<file path="src/design/cau_pkg.sv">
// Shared types, constants and saturation helper for the complex arithmetic unit.
// No dependencies.
package cau_pkg;

    localparam int QW = 33;

    typedef enum logic [1:0] {
        OP_ADD = 2'd0,
        OP_SUB = 2'd1,
        OP_MUL = 2'd2,
        OP_DIV = 2'd3
    } op_t;

    localparam logic [1:0] ST_OK   = 2'd0;
    localparam logic [1:0] ST_OVF  = 2'd1;
    localparam logic [1:0] ST_DIV0 = 2'd2;

    typedef struct packed {
        logic [1:0]    op;
        logic [31:0]   res_re;
        logic [31:0]   res_im;
        logic          ovf;
        logic          dz;
        logic [63:0]   den;
        logic          neg_re;
        logic          neg_im;
        logic          big_re;
        logic          big_im;
        logic [63:0]   rem_re;
        logic [63:0]   rem_im;
        logic [QW-1:0] dl_re;
        logic [QW-1:0] dl_im;
        logic [QW-1:0] q_re;
        logic [QW-1:0] q_im;
    } item_t;

    typedef struct packed {
        logic [31:0] val;
        logic        ovf;
    } sat_t;

    function automatic sat_t sat_sm(input logic [63:0] mag, input logic neg);
        sat_t r;
        r.ovf = 1'b0;
        if (neg) begin
            if (mag > 64'h0000_0000_8000_0000) begin
                r.ovf = 1'b1;
                r.val = 32'h8000_0000;
            end else begin
                r.val = 32'(64'd0 - mag);
            end
        end else begin
            if (mag > 64'h0000_0000_7FFF_FFFF) begin
                r.ovf = 1'b1;
                r.val = 32'h7FFF_FFFF;
            end else begin
                r.val = mag[31:0];
            end
        end
        return r;
    endfunction

endpackage

</file>
<file path="src/design/cau_div_cell.sv">
// One restoring-divide cell: one quotient bit for both parts per transaction.
// Depends on cau_pkg.
module cau_div_cell
    import cau_pkg::*;
(
    input  logic  clk,
    input  logic  rst_n,
    input  logic  en,
    input  logic  in_valid,
    input  item_t in_item,
    output logic  out_valid,
    output item_t out_item
);

    logic        valid_reg;
    item_t       item_reg, item_next;
    logic [64:0] sh_re, sh_im;
    logic        ge_re, ge_im;

    assign sh_re = {in_item.rem_re, in_item.dl_re[QW-1]};
    assign sh_im = {in_item.rem_im, in_item.dl_im[QW-1]};
    assign ge_re = (sh_re >= {1'b0, in_item.den});
    assign ge_im = (sh_im >= {1'b0, in_item.den});

    always_comb
    begin
        item_next        = in_item;
        item_next.rem_re = ge_re ? 64'(sh_re - {1'b0, in_item.den}) : sh_re[63:0];
        item_next.rem_im = ge_im ? 64'(sh_im - {1'b0, in_item.den}) : sh_im[63:0];
        item_next.dl_re  = {in_item.dl_re[QW-2:0], 1'b0};
        item_next.dl_im  = {in_item.dl_im[QW-2:0], 1'b0};
        item_next.q_re   = {in_item.q_re[QW-2:0], ge_re};
        item_next.q_im   = {in_item.q_im[QW-2:0], ge_im};
    end

    always_ff @(posedge clk or negedge rst_n)
    begin
        if (!rst_n) begin
            valid_reg <= 1'b0;
        end else if (en) begin
            valid_reg <= in_valid;
        end
    end

    always_ff @(posedge clk)
    begin
        if (en) begin
            item_reg <= item_next;
        end
    end

    assign out_valid = valid_reg;
    assign out_item  = item_reg;

endmodule

</file>
<file path="config.mk">
export PLATFORM = sky130hd
export DESIGN_NAME = cau_div_cell
export DESIGN_NICKNAME = d
export VERILOG_FILES = /design/src/design/cau_pkg.sv /design/src/design/cau_div_cell.sv
export SDC_FILE = /design/constraint.sdc
export NUM_CORES = 1
export LEC_CHECK = 0
export BUFFER_PORTS_ARGS = -buffer_cell sky130_fd_sc_hd__buf_2
export CORE_AREA = 10 10 304 306
export CTS_CLUSTER_DIAMETER = 150
export CTS_CLUSTER_SIZE = 24
export DETAILED_ROUTE_END_ITERATION = 7
export DIE_AREA = 0 0 314 316
export PLACE_DENSITY = 0.53
export SYNTH_ARGS = -nofsm -noshare
export SYNTH_HDL_FRONTEND = slang
export SYNTH_SLANG_ARGS = --single-unit
</file>
<file path="constraint.sdc">
create_clock -name clk -period 0.8 [get_ports clk]
set_input_delay 0.04 -clock clk [delete_from_list [all_inputs] [get_ports clk]]
set_output_delay 0.04 -clock clk [all_outputs]
set_load 0.01 [all_outputs]
</file>
# After elaboration in Yosys (flattened, before gate mapping)

Index checks and enable logic that the tools add are counted.
Widths: inputs -> output; s select.

Bits in registers: 395
Bits of input ports: 400
Logic and storage cells: 23

Mux-type cells: 2
$lt $le $gt $ge: 2
Add/sub/neg operators: 2

Operators by type and width:

| cell           | number |
|---|---|
| $ge 65x64->1   | 2 |
| $mux 64        | 2 |
| $sub 64x64->64 | 2 |

# Longest topological paths before layout

Depth after elaboration: 2
Mapped depth: 15

# Worst setup path before layout

Ideal clock, no wire load.

Kind: in2reg
Start point: in in_item[304] in the netlist's numbering
End point: reg item_reg (netlist bit out_item[180]) (data pin)
Arrival: 2,638 ps
Library setup time: 262 ps
Slack: -2,100 ps
Cell stages on the path: 13
Required time: 538 ps
Cell sequence: inv_1 > ha_1 > buf_2 > a21o_1 > a21o_1 > a221oi_1 > o21ai_0 > a21o_1 > a41o_1 > a41o_1 > a31oi_4 > buf_4 > mux2_1

RTL lines:

| what                 | RTL line           | source |
|---|---|---|
| start, declared      | cau_div_cell.sv:10 | `input item_t in_item,` |
| end signal, assigned | cau_div_cell.sv:48 | `item_reg <= item_next;` |
| end, declared        | cau_div_cell.sv:16 | `item_t item_reg, item_next;` |

==> metrics.cfg <==
[run_status]
status=finished with violations
violations=setup timing

[cells_and_area]
n_fill_cell=7990
area_delta_synth_final_pct=91.9
fin_cells=4990
drive_gt1_share_pct=53.1
nNetsFinal=4343
post-route-cell-area_um2=41000
fin_util_pct=47.6

[power_and_ir_drop]
internal_power_mw=43.8
p_clk_share_pct=18.6
power.switching_mw=21.0
power_frac_comb_pct=40.8
leakage_nw=17.7
irDropWorstVdd_mv=1.26
p_seq_share_pct=40.6
power.density_nw_per_um2=1580
power.share.switching_pct=32.5

[sta]
fin_crit_ns=2.57
rsz0062_at_grt=true
finalCritPeriodShare_pct=321
setup_slack_ns=-1.77
relSlewSlack_pct=62.2
hold_viol_final=0
slew_viol_final=0
skew_ns=0
tightest_slew_ns=0.566
setup_viol=690
fmax_mhz=389

[global_route]
grt.overflow.total=0
grt_pass1_vias=23900
antenna_found_initial=47
grt_usage_pct=23.1
grt_max_degree=26
grt_pass1_wl_um=168000

[synthesis]
synthFlopType=edfxtp_1
yosysMostFrequentCell=edfxtp_1
netlist_top_cells_count=edfxtp_1 (394), a21oi_1 (205), nand2_1 (175), nor2_1 (129), ha_1 (128)
ys_ff_latch=395
syn_area_um2=21400
synth_cell_types=78
ys.warnings.count=0
ys_seq_area_share_pct=55.5
syn_inst=1932
yosysTopAreaCellShare_pct=55.3
yosys-top-cells-area=edfxtp_1 (55%), ha_1 (7.5%), a21oi_1 (4.8%)
syn-mean-instance-area_um2=11.1
synth_edf_count=394
synth_area_leader_cell=edfxtp_1
async_reset_ff_share_pct=0.253

[clocking]
cts_hold_buf=401
cts_max_level=1
cts_made_buffers=20
clockBufferDepth=3
clkTransAtPathRegs_ns=0.09
cts_tree=done
clockRootBuffer=clkbuf_16
clk_latency_ns=0.56
cts_sinks=395

[setup_path]
crit_slowest_cell=o31a_1
start_kind=input pin
crit_required_ns=1.12
endpoint_kind=flop
path_buf_inv=4
worstPathMaxFanout=8
cp_slowest_stage_delay_ns=0.30
path_delay_family=compound AO/OA/AOI/OAI gates
worstPathArrival_ns=2.89
crit_chain=buf_8 -> inv_8 -> ha_4 -> nor2b_4 -> o31a_1 -> o2111a_2 -> o21ai_4 -> a31oi_4 -> a41o_4 -> a41o_1 -> a31oi_4 -> buf_8 -> buf_12 -> mux2_4
worstSetupPathType=input pin to flop

[min_path]
hp-class=input pin to flop

[routing]
drc=0
vias=23200
postRouteWirelength_um=122000
drt_pass1_iterations=5
drtAntennaViolNets=0
drtIter0Drc=1406
vias_per_cell=4.64
wire_per_inst_um=24.5

[floorplanning]
fp.coreArea_um2=86200
die_w_um=314
rows=108
initial_core_util_pct=24.8
fp.dieArea_um2=99200
dieHeight_um=316
io_pins=797

[placement]
hpwl_um=96500
port_buffers=792
dp.cells=4453
dpl-instance-area_um2=32700
post-place-ws_ns=-2.69
gp_congestion=0.905

[job]
cap_violations=0

## final timing paths
check / start / end / slack, ns / cells past startpoint
min in group asynchronous: rst_n / out_valid / 0.30 / 3
hold reg to reg: out_valid / out_valid / 0.52 / 1
max in group asynchronous: rst_n / out_valid / 0.41 / 3
hold / removal: en / out_valid / 0.01 / 3
setup reg to reg: out_valid / out_valid / 0.06 / 1
setup / recovery: in_item[265] / out_item[135] / -1.77 / 14
## sequential cells by signal (all words and copies together) (netlist names)
| register | count |
|---|---|
| out_item | 394 |
| out_valid | 1 |
## power groups by stage
stage                     clock network, mW  registers, mW  logic [mW]
final                                  12.0           26.3        26.4
after floorplan                           0           27.8        8.09
after CTS                              12.5           26.3        25.6
after global routing                   13.0           26.5        28.1
after detailed placement                  0           26.6        20.5
after global placement                    0           26.5        20.5
## logic make-up (layout without fill, tap and decap cells)
family / after synthesis / after routing / synth area share, %
XOR/XNOR: 119 / 119 / 4.87
multiplexers: 18 / 18 / 0.936
flip-flops: 395 / 395 / 55.5
other: 1 / 17 / 0.0175
AND/OR/NAND/NOR: 508 / 508 / 11.0
buffers and inverters: 198 / 2085 / 3.96
adder cells (fa/ha/maj): 130 / 130 / 7.68
AO/OA/AOI/OAI: 563 / 563 / 16.1
## layout make-up
type | count | area [um2] | area share, %
antenna | 15 | 37.5 | 0.0915
clock buffer | 28 | 552 | 1.34
clock inverter | 1 | 16.3 | 0.0396
inverter | 103 | 484 | 1.18
multi-input combinational | 1340 | 11100 | 27.0
sequential | 395 | 11900 | 28.9
tap | 1155 | 1450 | 3.52
timing repair buffer | 1953 | 15600 | 37.9
## cells in the final DEF, fill, tap and decap left out, types with 10 or more instances in the layout
cell           synthesis  layout
nor2_4                 0      16
buf_2                 17     649
nor3_1                33      26
a31oi_1               17      12
and2_1                19      14
inv_2                  0      18
ha_1                 128      62
a21oi_2                1      82
dlygate4sd3_1          0     401
nand4_1               49      49
nand3_1               33      30
mux2_4                 0      15
o211ai_1              11      11
buf_12                 0      42
ha_4                   0      58
buf_4                  7     662
a21oi_1              205     108
o21ai_2                0      64
buf_6                  7     165
o21ai_0              125      63
o21a_1                13      13
o21ai_1               30      26
buf_8                  0      22
a21o_1                53      52
edfxtp_1             394     394
nand2_4                0      10
and3_1                14      11
a21oi_4                0      16
inv_1                103      69
nor2_1               129      80
o21bai_1              21      18
clkbuf_16              0      25
nand2_2                0      24
xor2_1                49      48
nor2_2                 0      33
nand2_1              175     141
xnor2_1               70      66
diode_2                0      15
## metal layers
layer | GRT usage (%) | wire length [um] | up-vias
li1 | - | - | 10900
met1 | 24.0 | 43500 | 11300
met2 | 45.5 | 66600 | 670
met3 | 4.54 | 6860 | 204
met4 | 7.68 | 5060 | 40
met5 | 0 | 260 | -
## metrics by stage
stage	power (mW)	TNS (ns)	hold slack [ns]
global placement	47.0	-357.13	-0.185
floorplan	35.8	-210.37	-0.256
finish	64.8	-401.65	0.0139
global route	67.6	-426.40	-0.00295
detailed placement	47.1	-356.60	-0.182
CTS	64.4	-410.10	-0.0158
## what timing repair did
item	4_1_cts	5_1_grt
pin swaps	75	74
gates cloned	18	5
buffers inserted	61	27
gates resized for setup	498	242
endpoints found under the hold margin	450	1
endpoints found under the setup margin	525	689
Power figures use the tool's default switching activity.
